===== config.mk =====
export PLATFORM = sky130hd
export DESIGN_NAME = coalesced_hash_table_core
export DESIGN_NICKNAME = d
export VERILOG_FILES = /design/src/rtl/cht_pkg.sv /design/src/rtl/cht_ram.sv /design/src/rtl/cht_hash.sv /design/src/rtl/coalesced_hash_table_core.sv
export VERILOG_INCLUDE_DIRS = /design/src /design/src/rtl
export SDC_FILE = /design/constraint.sdc
export NUM_CORES = 2
export LEC_CHECK = 0
export ABC_AREA = 1
export BUFFER_PORTS_ARGS = -buffer_cell sky130_fd_sc_hd__buf_2
export CORE_MARGIN = 2
export CORE_UTILIZATION = 55
export CTS_CLUSTER_SIZE = 8
export DETAILED_ROUTE_END_ITERATION = 7
export MAX_ROUTING_LAYER = met4
export PLACE_DENSITY = 0.73
export SETUP_SLACK_MARGIN = 0.3
export SYNTH_ARGS = -nofsm -noshare
export SYNTH_HDL_FRONTEND = slang
export SYNTH_HIERARCHICAL = 1
export SYNTH_SLANG_ARGS = --single-unit
export TNS_END_PERCENT = 50

===== constraint.sdc =====
create_clock -name i_clk -period 15.8 [get_ports i_clk]
set_clock_uncertainty 0.1 [all_clocks]
set_input_delay 0.79 -clock i_clk [delete_from_list [all_inputs] [get_ports i_clk]]
set_output_delay 0.79 -clock i_clk [all_outputs]
set_load 0.005 [all_outputs]

===== src/rtl/coalesced_hash_table_core_defines.svh =====
// ----------------------------------------------------------------------------
// coalesced hash table assertion macros
// concurrent checks on i_clk, masked while i_rst_n is low
// ----------------------------------------------------------------------------
`ifndef COALESCED_HASH_TABLE_CORE_DEFINES_SVH
`define COALESCED_HASH_TABLE_CORE_DEFINES_SVH

`ifndef SYNTH

// property holds at every edge out of reset
`define CHT_ASSERT(lbl, prop, msg) \
    lbl: assert property (@(posedge i_clk) disable iff (!i_rst_n) (prop)) else $error(msg);

// consequent holds in the cycle after the antecedent
`define CHT_ASSERT_NEXT(lbl, ante, cons, msg) \
    lbl: assert property (@(posedge i_clk) disable iff (!i_rst_n) (ante) |=> (cons)) else $error(msg);

`else

`define CHT_ASSERT(lbl, prop, msg)
`define CHT_ASSERT_NEXT(lbl, ante, cons, msg)

`endif

`endif


===== src/rtl/cht_pkg.sv =====
// ----------------------------------------------------------------------------
// cht_pkg
// shared widths, codes and record type of the coalesced hash table
// ----------------------------------------------------------------------------
package cht_pkg;

    localparam int SLOTS_DEF   = 11;
    localparam int KEY_W       = 31;
    localparam int NAME_W      = 64;
    localparam int AGE_W       = 8;
    localparam int STATUS_W    = 3;
    localparam int OUT_IDX_W   = 4;
    localparam int OUT_PROBE_W = 4;

    localparam logic OP_INSERT = 1'b0;
    localparam logic OP_SEARCH = 1'b1;

    localparam logic MODE_LATE  = 1'b0;
    localparam logic MODE_EARLY = 1'b1;

    localparam logic [STATUS_W-1:0] ST_INSERTED  = 3'd0;
    localparam logic [STATUS_W-1:0] ST_DUPLICATE = 3'd1;
    localparam logic [STATUS_W-1:0] ST_FOUND     = 3'd2;
    localparam logic [STATUS_W-1:0] ST_NOT_FOUND = 3'd3;
    localparam logic [STATUS_W-1:0] ST_FULL      = 3'd4;

    // record payload held in the record memory
    typedef struct packed {
        logic [KEY_W-1:0]  key;
        logic [NAME_W-1:0] name;
        logic [AGE_W-1:0]  age;
    } t_rec;

endpackage


===== src/rtl/cht_ram.sv =====
// ----------------------------------------------------------------------------
// cht_ram
// one write port, one read port, registered read data
// ----------------------------------------------------------------------------
module cht_ram #(
    parameter int WIDTH = 8,
    parameter int DEPTH = cht_pkg::SLOTS_DEF
) (
    input  logic                     i_clk,
    input  logic                     i_we,
    input  logic [$clog2(DEPTH)-1:0] i_waddr,
    input  logic [WIDTH-1:0]         i_wdata,
    input  logic [$clog2(DEPTH)-1:0] i_raddr,
    output logic [WIDTH-1:0]         o_rdata
);

    logic [WIDTH-1:0] r_mem [DEPTH];
    logic [WIDTH-1:0] r_rdata;

    always_ff @(posedge i_clk) begin
        if (i_we) begin
            r_mem[i_waddr] <= i_wdata;
        end
    end

    always_ff @(posedge i_clk) begin
        r_rdata <= r_mem[i_raddr];
    end

    assign o_rdata = r_rdata;

endmodule


===== src/rtl/cht_hash.sv =====
// ----------------------------------------------------------------------------
// cht_hash
// key modulo slot count by reciprocal multiplication, remainder registered
// ----------------------------------------------------------------------------
module cht_hash #(
    parameter int SLOTS = cht_pkg::SLOTS_DEF
) (
    input  logic                     i_clk,
    input  logic                     i_rst_n,
    input  logic                     i_start,
    input  logic [cht_pkg::KEY_W-1:0] i_key,
    output logic                     o_done,
    output logic [$clog2(SLOTS)-1:0] o_rem
);

    localparam int AW    = $clog2(SLOTS);
    localparam int KW    = cht_pkg::KEY_W;
    localparam int MW    = KW + 1;
    localparam int SHIFT = KW + $clog2(SLOTS);
    localparam int PW    = SHIFT + KW;

    // ceil(2^SHIFT / SLOTS), exact quotient for every key of KW bits
    localparam logic [63:0]   RECIP_FULL =
        ((64'd1 << SHIFT) + 64'(SLOTS) - 64'd1) / 64'(SLOTS);
    localparam logic [MW-1:0] RECIP      = RECIP_FULL[MW-1:0];

    logic          r_key_vld;
    logic          r_quo_vld;
    logic          r_done;
    logic [KW-1:0] r_key;
    logic [KW-1:0] r_quo;
    logic [AW-1:0] r_rem;

    logic          busy;
    logic [PW-1:0] prod;
    logic [KW-1:0] back;
    logic [KW-1:0] diff;

    assign busy = r_key_vld || r_quo_vld;
    assign prod = PW'(r_key) * PW'(RECIP);
    assign back = r_quo * KW'(SLOTS);
    assign diff = r_key - back;

    always_ff @(posedge i_clk) begin
        if (!i_rst_n) begin
            r_key_vld <= 1'b0;
            r_quo_vld <= 1'b0;
            r_done    <= 1'b0;
        end else begin
            r_key_vld <= i_start && !busy;
            r_quo_vld <= r_key_vld;
            r_done    <= r_quo_vld;
        end
    end

    always_ff @(posedge i_clk) begin
        if (i_start && !busy) begin
            r_key <= i_key;
        end
        if (r_key_vld) begin
            r_quo <= prod[SHIFT +: KW];
        end
        // remainder is below SLOTS, so the low bits hold all of it
        if (r_quo_vld) begin
            r_rem <= diff[AW-1:0];
        end
    end

    assign o_done = r_done;
    assign o_rem  = r_rem;

endmodule


===== src/rtl/coalesced_hash_table_core.sv =====
// ----------------------------------------------------------------------------
// coalesced_hash_table_core
// coalesced hash table, late or early insertion, insert and search by key
// ----------------------------------------------------------------------------
// usage:
//   input channel i_in_valid / o_in_stall carries one operation, key, name
//   word and age per transaction; output channel o_out_valid / i_out_stall
//   returns exactly one result per input transaction, in order.
//   i_cfg_wr_en / i_cfg_wr_data set the insertion mode; the user is to write
//   it only while the table is idle, the core itself does not enforce it.
// steps per transaction, from acceptance to result valid:
//   key modulo (reciprocal multiply, then multiply back and subtract),
//   first memory read, chain walk of P probes with P = probe count
//   (1..SLOTS, one slot a cycle), then on a real insert a write state, a
//   link state when a chain link must be updated, and a free-slot rescan
//   over the used bits, then the output stage.
// one transaction is in work at a time; the next is taken once the result
//   has moved to the output register, even while that register is stalled.
// a stalled result holds in the output register; the core then waits with
//   its next result until the register frees.
// reset empties the table at once (used bits in flops), sets late mode and
//   points the free pointer at the top slot; no clearing pass is needed.
// ----------------------------------------------------------------------------
`include "coalesced_hash_table_core_defines.svh"

module coalesced_hash_table_core #(
    parameter int SLOTS = cht_pkg::SLOTS_DEF
) (
    input  logic                           i_clk,
    input  logic                           i_rst_n,
    input  logic                           i_cfg_wr_en,
    input  logic                           i_cfg_wr_data,
    input  logic                           i_in_valid,
    output logic                           o_in_stall,
    input  logic                           i_operation,
    input  logic [cht_pkg::KEY_W-1:0]      i_key,
    input  logic [cht_pkg::NAME_W-1:0]     i_name_word,
    input  logic [cht_pkg::AGE_W-1:0]      i_age,
    output logic                           o_out_valid,
    input  logic                           i_out_stall,
    output logic [cht_pkg::STATUS_W-1:0]   o_status,
    output logic [cht_pkg::OUT_IDX_W-1:0]  o_slot_index,
    output logic [cht_pkg::NAME_W-1:0]     o_found_name,
    output logic [cht_pkg::AGE_W-1:0]      o_found_age,
    output logic [cht_pkg::OUT_PROBE_W-1:0] o_probe_count
);

    localparam int AW  = $clog2(SLOTS);
    localparam int LW  = $clog2(SLOTS + 1);
    localparam int RW  = $bits(cht_pkg::t_rec);
    localparam int SW  = 3;

    localparam logic [LW-1:0] LINK_NULL = LW'(SLOTS);

    localparam logic [SW-1:0] S_IDLE  = 3'd0;
    localparam logic [SW-1:0] S_HASH  = 3'd1;
    localparam logic [SW-1:0] S_WALK  = 3'd2;
    localparam logic [SW-1:0] S_WRITE = 3'd3;
    localparam logic [SW-1:0] S_LINK  = 3'd4;
    localparam logic [SW-1:0] S_SCAN  = 3'd5;
    localparam logic [SW-1:0] S_DONE  = 3'd6;

    logic [SW-1:0]                r_state;
    logic [SW-1:0]                n_state;
    logic                         r_mode;
    logic                         r_op;
    logic [cht_pkg::KEY_W-1:0]    r_key;
    logic [cht_pkg::NAME_W-1:0]   r_name;
    logic [cht_pkg::AGE_W-1:0]    r_age;
    logic [SLOTS-1:0]             r_used;
    logic [AW-1:0]                r_free;
    logic [AW-1:0]                r_home;
    logic [LW-1:0]                r_pos;
    logic [LW-1:0]                r_count;
    logic [LW-1:0]                r_home_link;
    logic [AW-1:0]                r_nf;
    logic [LW-1:0]                r_new_link;
    logic [AW-1:0]                r_link_addr;
    logic                         r_need_link;
    logic [AW-1:0]                r_scan;

    logic [cht_pkg::STATUS_W-1:0] r_res_status;
    logic [LW-1:0]                r_res_slot;
    logic [cht_pkg::NAME_W-1:0]   r_res_name;
    logic [cht_pkg::AGE_W-1:0]    r_res_age;
    logic [LW-1:0]                r_res_probes;

    logic                         r_out_valid;
    logic                         n_out_valid;
    logic [cht_pkg::STATUS_W-1:0] r_out_status;
    logic [cht_pkg::OUT_IDX_W-1:0] r_out_slot;
    logic [cht_pkg::NAME_W-1:0]   r_out_name;
    logic [cht_pkg::AGE_W-1:0]    r_out_age;
    logic [cht_pkg::OUT_PROBE_W-1:0] r_out_probes;

    logic                         accept;
    logic                         out_load;
    logic                         hash_done;
    logic [AW-1:0]                hash_rem;

    logic [AW-1:0]                rd_addr;
    logic [RW-1:0]                rec_rdata;
    cht_pkg::t_rec                rec_rd;
    logic [LW-1:0]                link_rdata;
    logic                         rec_we;
    logic                         link_we;
    logic [AW-1:0]                link_waddr;
    logic [LW-1:0]                link_wdata;

    logic                         used_p;
    logic                         hit;
    logic [LW-1:0]                link_eff;
    logic                         walk_stop;
    logic [LW-1:0]                home_link;
    logic                         home_used;
    logic                         free_ok;
    logic                         ins_go;

    assign accept   = i_in_valid && (r_state == S_IDLE);
    assign out_load = (r_state == S_DONE) && (!r_out_valid || !i_out_stall);

    cht_hash #(
        .SLOTS (SLOTS)
    ) u_hash (
        .i_clk   (i_clk),
        .i_rst_n (i_rst_n),
        .i_start (accept),
        .i_key   (i_key),
        .o_done  (hash_done),
        .o_rem   (hash_rem)
    );

    // ---- chain walk decode on the registered read data ----
    assign rec_rd    = cht_pkg::t_rec'(rec_rdata);
    assign used_p    = r_used[r_pos[AW-1:0]];
    assign hit       = used_p && (rec_rd.key == r_key);
    // an empty slot was never linked, so its stored link is not trusted
    assign link_eff  = used_p ? link_rdata : LINK_NULL;
    assign walk_stop = hit || (link_eff >= LINK_NULL) || (r_count == LW'(SLOTS));
    assign home_link = (r_count == LW'(1)) ? link_eff : r_home_link;
    assign home_used = r_used[r_home];
    assign free_ok   = !r_used[r_free];
    // insert that really writes a record
    assign ins_go    = (r_op == cht_pkg::OP_INSERT) && !hit && (!home_used || free_ok);

    // next read follows the link straight from the read data
    always_comb begin
        case (r_state)
            S_HASH:  rd_addr = hash_rem;
            S_WALK:  rd_addr = link_eff[AW-1:0];
            default: rd_addr = r_pos[AW-1:0];
        endcase
    end

    assign rec_we     = (r_state == S_WRITE);
    assign link_we    = (r_state == S_WRITE) || (r_state == S_LINK);
    assign link_waddr = (r_state == S_WRITE) ? r_nf : r_link_addr;
    assign link_wdata = (r_state == S_WRITE) ? r_new_link : LW'(r_nf);

    cht_ram #(
        .WIDTH (RW),
        .DEPTH (SLOTS)
    ) u_rec_ram (
        .i_clk   (i_clk),
        .i_we    (rec_we),
        .i_waddr (r_nf),
        .i_wdata ({r_key, r_name, r_age}),
        .i_raddr (rd_addr),
        .o_rdata (rec_rdata)
    );

    cht_ram #(
        .WIDTH (LW),
        .DEPTH (SLOTS)
    ) u_link_ram (
        .i_clk   (i_clk),
        .i_we    (link_we),
        .i_waddr (link_waddr),
        .i_wdata (link_wdata),
        .i_raddr (rd_addr),
        .o_rdata (link_rdata)
    );

    // ---- sequencer ----
    always_comb begin
        n_state = r_state;
        case (r_state)
            S_IDLE: begin
                if (accept) begin
                    n_state = S_HASH;
                end
            end
            S_HASH: begin
                if (hash_done) begin
                    n_state = S_WALK;
                end
            end
            S_WALK: begin
                if (walk_stop) begin
                    n_state = ins_go ? S_WRITE : S_DONE;
                end
            end
            S_WRITE: begin
                n_state = r_need_link ? S_LINK : S_SCAN;
            end
            S_LINK: begin
                n_state = S_SCAN;
            end
            S_SCAN: begin
                if (!((r_scan != '0) && r_used[r_scan])) begin
                    n_state = S_DONE;
                end
            end
            S_DONE: begin
                if (out_load) begin
                    n_state = S_IDLE;
                end
            end
            default: n_state = S_IDLE;
        endcase
    end

    always_comb begin
        n_out_valid = r_out_valid;
        if (out_load) begin
            n_out_valid = 1'b1;
        end else if (!i_out_stall) begin
            n_out_valid = 1'b0;
        end
    end

    always_ff @(posedge i_clk) begin
        if (!i_rst_n) begin
            r_state     <= S_IDLE;
            r_mode      <= cht_pkg::MODE_LATE;
            r_used      <= '0;
            r_free      <= AW'(SLOTS - 1);
            r_count     <= LW'(1);
            r_out_valid <= 1'b0;
        end else begin
            r_state     <= n_state;
            r_out_valid <= n_out_valid;
            if (i_cfg_wr_en) begin
                r_mode <= i_cfg_wr_data;
            end
            if (r_state == S_HASH && hash_done) begin
                r_count <= LW'(1);
            end else if (r_state == S_WALK && !walk_stop) begin
                r_count <= r_count + 1'b1;
            end
            if (r_state == S_WRITE) begin
                r_used[r_nf] <= 1'b1;
            end
            // downward rescan for the highest empty slot
            if (r_state == S_SCAN && !((r_scan != '0) && r_used[r_scan])) begin
                r_free <= r_scan;
            end
        end
    end

    always_ff @(posedge i_clk) begin
        if (accept) begin
            r_op   <= i_operation;
            r_key  <= i_key;
            r_name <= i_name_word;
            r_age  <= i_age;
        end
        if (r_state == S_HASH && hash_done) begin
            r_home <= hash_rem;
            r_pos  <= LW'(hash_rem);
        end
        if (r_state == S_WALK) begin
            if (r_count == LW'(1)) begin
                r_home_link <= link_eff;
            end
            if (!walk_stop) begin
                r_pos <= link_eff;
            end else begin
                r_res_probes <= r_count;
                r_res_slot   <= '0;
                r_res_name   <= '0;
                r_res_age    <= '0;
                r_need_link  <= 1'b0;
                r_new_link   <= LINK_NULL;
                if (r_op == cht_pkg::OP_SEARCH) begin
                    r_res_status <= hit ? cht_pkg::ST_FOUND : cht_pkg::ST_NOT_FOUND;
                    if (hit) begin
                        r_res_slot <= r_pos;
                        r_res_name <= rec_rd.name;
                        r_res_age  <= rec_rd.age;
                    end
                end else if (hit) begin
                    r_res_status <= cht_pkg::ST_DUPLICATE;
                    r_res_slot   <= r_pos;
                end else if (!home_used) begin
                    r_res_status <= cht_pkg::ST_INSERTED;
                    r_res_slot   <= LW'(r_home);
                    r_nf         <= r_home;
                end else if (!free_ok) begin
                    r_res_status <= cht_pkg::ST_FULL;
                end else begin
                    r_res_status <= cht_pkg::ST_INSERTED;
                    r_res_slot   <= LW'(r_free);
                    r_nf         <= r_free;
                    r_need_link  <= 1'b1;
                    if (r_mode == cht_pkg::MODE_EARLY) begin
                        r_new_link  <= home_link;
                        r_link_addr <= r_home;
                    end else begin
                        r_link_addr <= r_pos[AW-1:0];
                    end
                end
            end
        end
        if (r_state == S_WRITE || r_state == S_LINK) begin
            r_scan <= AW'(SLOTS - 1);
        end else if (r_state == S_SCAN) begin
            r_scan <= r_scan - 1'b1;
        end
        if (out_load) begin
            r_out_status <= r_res_status;
            r_out_slot   <= cht_pkg::OUT_IDX_W'(r_res_slot);
            r_out_name   <= r_res_name;
            r_out_age    <= r_res_age;
            r_out_probes <= cht_pkg::OUT_PROBE_W'(r_res_probes);
        end
    end

    assign o_in_stall    = (r_state != S_IDLE);
    assign o_out_valid   = r_out_valid;
    assign o_status      = r_out_status;
    assign o_slot_index  = r_out_slot;
    assign o_found_name  = r_out_name;
    assign o_found_age   = r_out_age;
    assign o_probe_count = r_out_probes;

    // ---- assertions ----
    `CHT_ASSERT(a_free_empty, (r_state == S_IDLE && r_free != '0) |-> !r_used[r_free], "free pointer on used slot")
    `CHT_ASSERT(a_write_empty, (r_state == S_WRITE) |-> !r_used[r_nf], "record written over used slot")
    `CHT_ASSERT(a_probe_range, (r_state == S_WALK) |-> (r_count != '0 && r_count <= LW'(SLOTS)), "probe count out of range")
    `CHT_ASSERT_NEXT(a_out_load, out_load, (o_out_valid && r_state == S_IDLE), "result not loaded")

endmodule


# Word level (Yosys, flattened, before mapping)
# Memory sizes are Yosys's and may differ from the RTL's. A register that Yosys moved wholly into a read port is not among the register bits.
# Index checks and enable logic that the tools add are counted.
# totals
register_bits	389
latchBits	0
ram_bits	1177
mem_bits_ro	0
in_bits	110
wordCells	153
mem_count	2
# classes
addsub	3
multipliers	2
n_div	0
n_lt_le_gt_ge	7
n_eq_ne	16
shift	0
muxes	46
n_bitwise	7
reduce_logical	36
# memory_table
name	depth	word_bits	read_ports	rd_ports_with_merged_regs	wr	line	text
u_rec_ram.r_mem	11	103	1	1	1	cht_ram.sv:17	logic [WIDTH-1:0] r_mem [DEPTH];
u_link_ram.r_mem	11	4	1	1	1	cht_ram.sv:17	
# op_table
op	count
$mul A31 B32 Y63 const B	1
$mux W4	15
$eq A31 B31 Y1	1
$mux W3	10
$mul A28 B4 Y4 const B	1
$lt A4 B5 Y1 const B	5
$pmux W3 S7	1
$bmux W1 S4	4
$mux W1	14
$logic_and A1 B1 Y1	11
$or A11 B11 Y11	1
$reduce_and A5 Y1	2
$eq A3 B3 Y1 const B	3
$logic_not A1 Y1	8
$ne A2 B2 Y1 const B	4
$pmux W4 S2	1
$eq A3 B2 Y1 const B	2
$logic_or A1 B1 Y1	6
$ne A2 B1 Y1 const B	3
$not A1 Y1	6
$reduce_and A6 Y1	1
$reduce_or A5 Y1	1
$add A4 B1 Y4 const B	1
$demux W1 S4	1
other kinds (13)	14

# Longest topological paths before layout
# logic_depth
ltp_word	9
mapped_depth	30
depth_no_buf	30

# By module
# The synthesis kept the hierarchy.
# by_module_without_submodules
module	instances	cells_per_inst	area_each_um2
cht_ram at u_rec_ram	1	4271	49029.5
coalesced_hash_table_core	1	1014	12354.3
cht_hash	1	1204	11439.7
cht_ram at u_link_ram	1	188	2010.7

# Worst setup path after synthesis
# No wires, ideal clock.
# synth_timing
path_kind	in2reg
start	input i_in_valid
end	register u_hash.r_key[0] (enable)
setup_ns	0.466
arrival_time_ns	7.565
t_required_ns	15.234
setup_slack_ns	7.669
stages	3
path_cell_list	inv_1 > nor2_1 > nor3b_1
# synth_via
elab_chain_len	2
# synth_rtl
element	line	text
start: declaration	coalesced_hash_table_core.sv:33	input logic i_in_valid,
$logic_and A1 B1 Y1	coalesced_hash_table_core.sv:119	assign accept = i_in_valid && (r_state == S_IDLE);
via accept	coalesced_hash_table_core.sv:96	logic accept;
$logic_and A1 B1 Y1	cht_hash.sv:57	if (i_start && !busy) begin
end signal: assignment	cht_hash.sv:58	r_key <= i_key;
end: declaration	cht_hash.sv:30	logic [KW-1:0] r_key;
# The timed path passes the listed nets, and every way through them passes these cells.
# A chain may end at the register's enable or synchronous reset.

# Final worst setup path
# layout_timing
start	register u_hash.r_key[20]
end	register u_hash.r_quo[3], data pin
# layout_via
elab_chain_len	1
# layout_rtl
element	line	text
$mul A31 B32 Y63	cht_hash.sv:40	assign prod = PW'(r_key) * PW'(RECIP);
via u_hash.prod[38]	cht_hash.sv:35	logic [PW-1:0] prod;
end signal: assignment	cht_hash.sv:61	r_quo <= prod[SHIFT +: KW];
end: declaration	cht_hash.sv:31	logic [KW-1:0] r_quo;
# The timed path passes the listed nets, and every way through them passes these cells.

==> flow_metrics.env <==
export IMPL_synth_seq_area_share_pct=64.27
export IMPL_h_tree_depth=4
export IMPL_route_detailed_drc=0
export IMPL_drt_total_wl_mm=175.3
export IMPL_crit_arrival_ns=7.00
export IMPL_synth_area_leaders="edfxtp_1 60%, nand2_1 8.9%, inv_1 6.3%"
export IMPL_root_buffer="clkbuf_16"
export IMPL_core_area_um2=135300
export IMPL_synth_cells=6677
export IMPL_ys_warn_count=6
export IMPL_synth_largest_area_cell="edfxtp_1"
export IMPL_detail_route_vias_per_cell=5.336
export IMPL_grt_setup_unrepaired="false"
export IMPL_synth_top_area_share_pct=60.47
export IMPL_outcome="completed"
export IMPL_die_area_um2=139000
export IMPL_slew_headroom_pct=21.64
export IMPL_num_rows=135
export IMPL_vias=47569
export IMPL_fin_crit_sh_pct=41.34
export IMPL_cp_max_fo=7
export IMPL_grt_pass1_vias=47019
export IMPL_cpPeakStageDelay_ns=0.56
export IMPL_final_common_cell="nand2_1"
export IMPL_drv_cap=0
export IMPL_start_util_pct=55.31
export IMPL_path_class="flop to flop"
export IMPL_antenna_found_initial=7
export IMPL_synth_distinct_cells=49
export IMPL_period_needed_ns=6.532
export IMPL_die_w_um=372.9
export IMPL_cts_buffer_depth=3
export IMPL_critPathLaunchType="flop"
export IMPL_cts_tree="done"
export IMPL_grt_max_degree=233
export IMPL_gp_congestion=0.9587
export IMPL_drive_gt1_share_pct=7.644
export IMPL_clk_latency_ns=0.83
export IMPL_final_cell_mix="1784 x nand2_1, 1507 x edfxtp_1, 1259 x inv_1"
export IMPL_grt_overflow=0
export IMPL_finalSetupTns_ns=0
export IMPL_report_final_slew_viol_count=0
export IMPL_drtIter0Drc=4568
export IMPL_post_cts_setup_buffers=0
export IMPL_synth_avg_cell_area_um2=11.21
export IMPL_path_buf_inv=8
export IMPL_grt_total_usage_pct=26.00
export IMPL_worst_slew_pin_slew_ns=1.175
export IMPL_hp_class="primary input to flop"
export IMPL_cpLargestDelayFamily="adder cells"
export IMPL_drt_pass1_iter_count=5
export IMPL_end_kind="flop"
export IMPL_wl_per_cell_um=19.66
export IMPL_place_hpwl_mm=98.30
export IMPL_synth_seq_cells=1649
export IMPL_clkSlewWorstSetupHoldPaths_ns=0.05
export IMPL_ioPinCount=195
export IMPL_portBuffers=194
export IMPL_nNetsFinal=7500
export IMPL_setup_violations=0
export IMPL_hold_viol=0
export IMPL_cpMaxStageDelayCell="fa_1"
export IMPL_syn_to_final_growth_pct=12.80
export IMPL_fp_dieH_um=372.9
export IMPL_synthesis_area_um2=74830
export IMPL_fmax_mhz=153.1
export IMPL_cts_num_sinks=1649
export IMPL_synth_nets=7236
export IMPL_grt_pass1_wl_mm=269.7
export IMPL_critPathRequiredTime_ns=16.27
export IMPL_fillers=10157
export IMPL_antenna_left=0
export IMPL_numCtsBuffers=224
state kept, by name, indices dropped and copies added, names as in the netlist, 8 cells and up:
signal             cells
r_used                11
r_age                  8
u_link_ram/r_mem      44
o_found_age            8
o_found_name          64
u_hash/r_key          31
u_rec_ram/r_mem     1133
r_res_age              8
r_key                 31
r_res_name            64
u_rec_ram/o_rdata    103
r_name                64
through the flow:
| step | setup slack (ns) | hold slack (ns) | utilization (%) | area [µm²] | instances |
|---|---|---|---|---|---|
| 3_3_place_gp | 9.218 | 0.3025 | 57.25 | 77450 | 8457 |
| 5_1_grt | 8.941 | 0.002021 | 62.39 | 84410 | 8912 |
| 4_1_cts | 9.237 | 0.00008615 | 62.39 | 84410 | 8911 |
| 2_1_floorplan | 7.669 | 0.3003 | - | 74830 | 6677 |
| 3_5_place_dp | 9.260 | 0.3045 | 57.25 | 77450 | 8457 |
| 6_report | 9.268 | 0.05873 | 62.39 | 84410 | 8914 |
final cells by class:
cell class	count	area, µm²	share of cell area, %
multi-input cells	3508	20890	24.75
inverters	1270	4795	5.680
diodes	3	7.507	0.008893
flip-flops and latches	1649	48100	56.98
repair buffers	288	1837	2.176
clock inverters	13	236.5	0.2801
clock buffers	402	6326	7.494
well taps	1781	2228	2.640
synth_stat cells, drive strengths merged:
master / n
nor3b: 2
xor2: 12
nand3: 820
o2111ai: 2
a22oi: 3
o31ai: 1
nor3: 7
or2: 3
inv: 1270
buf: 190
o21a: 2
a211oi: 1
a21oi: 59
fa: 221
a21o: 11
nand2: 1790
o21ai: 54
o22ai: 3
ha: 228
nand3b: 1
nor2: 142
edfxtp: 1507
a21boi: 1
nand4: 17
dfxtp: 142
nor4: 1
and2: 1
a31oi: 1
o21bai: 4
xnor2: 9
clkbuf: 60
o211ai: 112
cells by family (layout without fill, tap and decap cells):
kind of cell             count (synthesis)  count (layout)  share of synthesized area, %
AO/OA/AOI/OAI                          254             254                         2.185
other                                    0               3                             0
XOR/XNOR                                21              21                        0.2458
buffers and inverters                 1520            1973                         8.020
AND/OR/NAND/NOR                       2784            2784                         15.55
adder cells (fa/ha/maj)                449             449                         9.724
flip-flops                            1649            1649                         64.27
timing repair:
action                                 4_1_cts  5_1_grt
endpoints found under the hold margin       41        0
resized for setup                            0        0
hold buffers                                39        0
worst paths after layout:
path | start | endpoint | cells past startpoint | slack [ns]
worst min register to register | r_res_name[56] | o_found_name[56] | 0 | 0.31
worst max-delay path | u_hash/r_key[20] | u_hash/r_quo[3] | 25 | 9.27
worst max register to register | u_hash/r_key[20] | u_hash/r_quo[3] | 25 | 9.27
worst min-delay path | i_name_word[48] | r_name[48] | 1 | 0.06
metal layers:
metal	vias to the layer above	GRT usage (%)	routed length, µm
met5	-	-	0
met4	0	7.424	4069
met3	312	3.972	13860
met2	1989	41.42	83720
met1	22973	35.01	73610
li1	22295	-	-
Power is not shown: default switching activity piles up to over one toggle a cycle in this logic, so the estimate is an artifact.
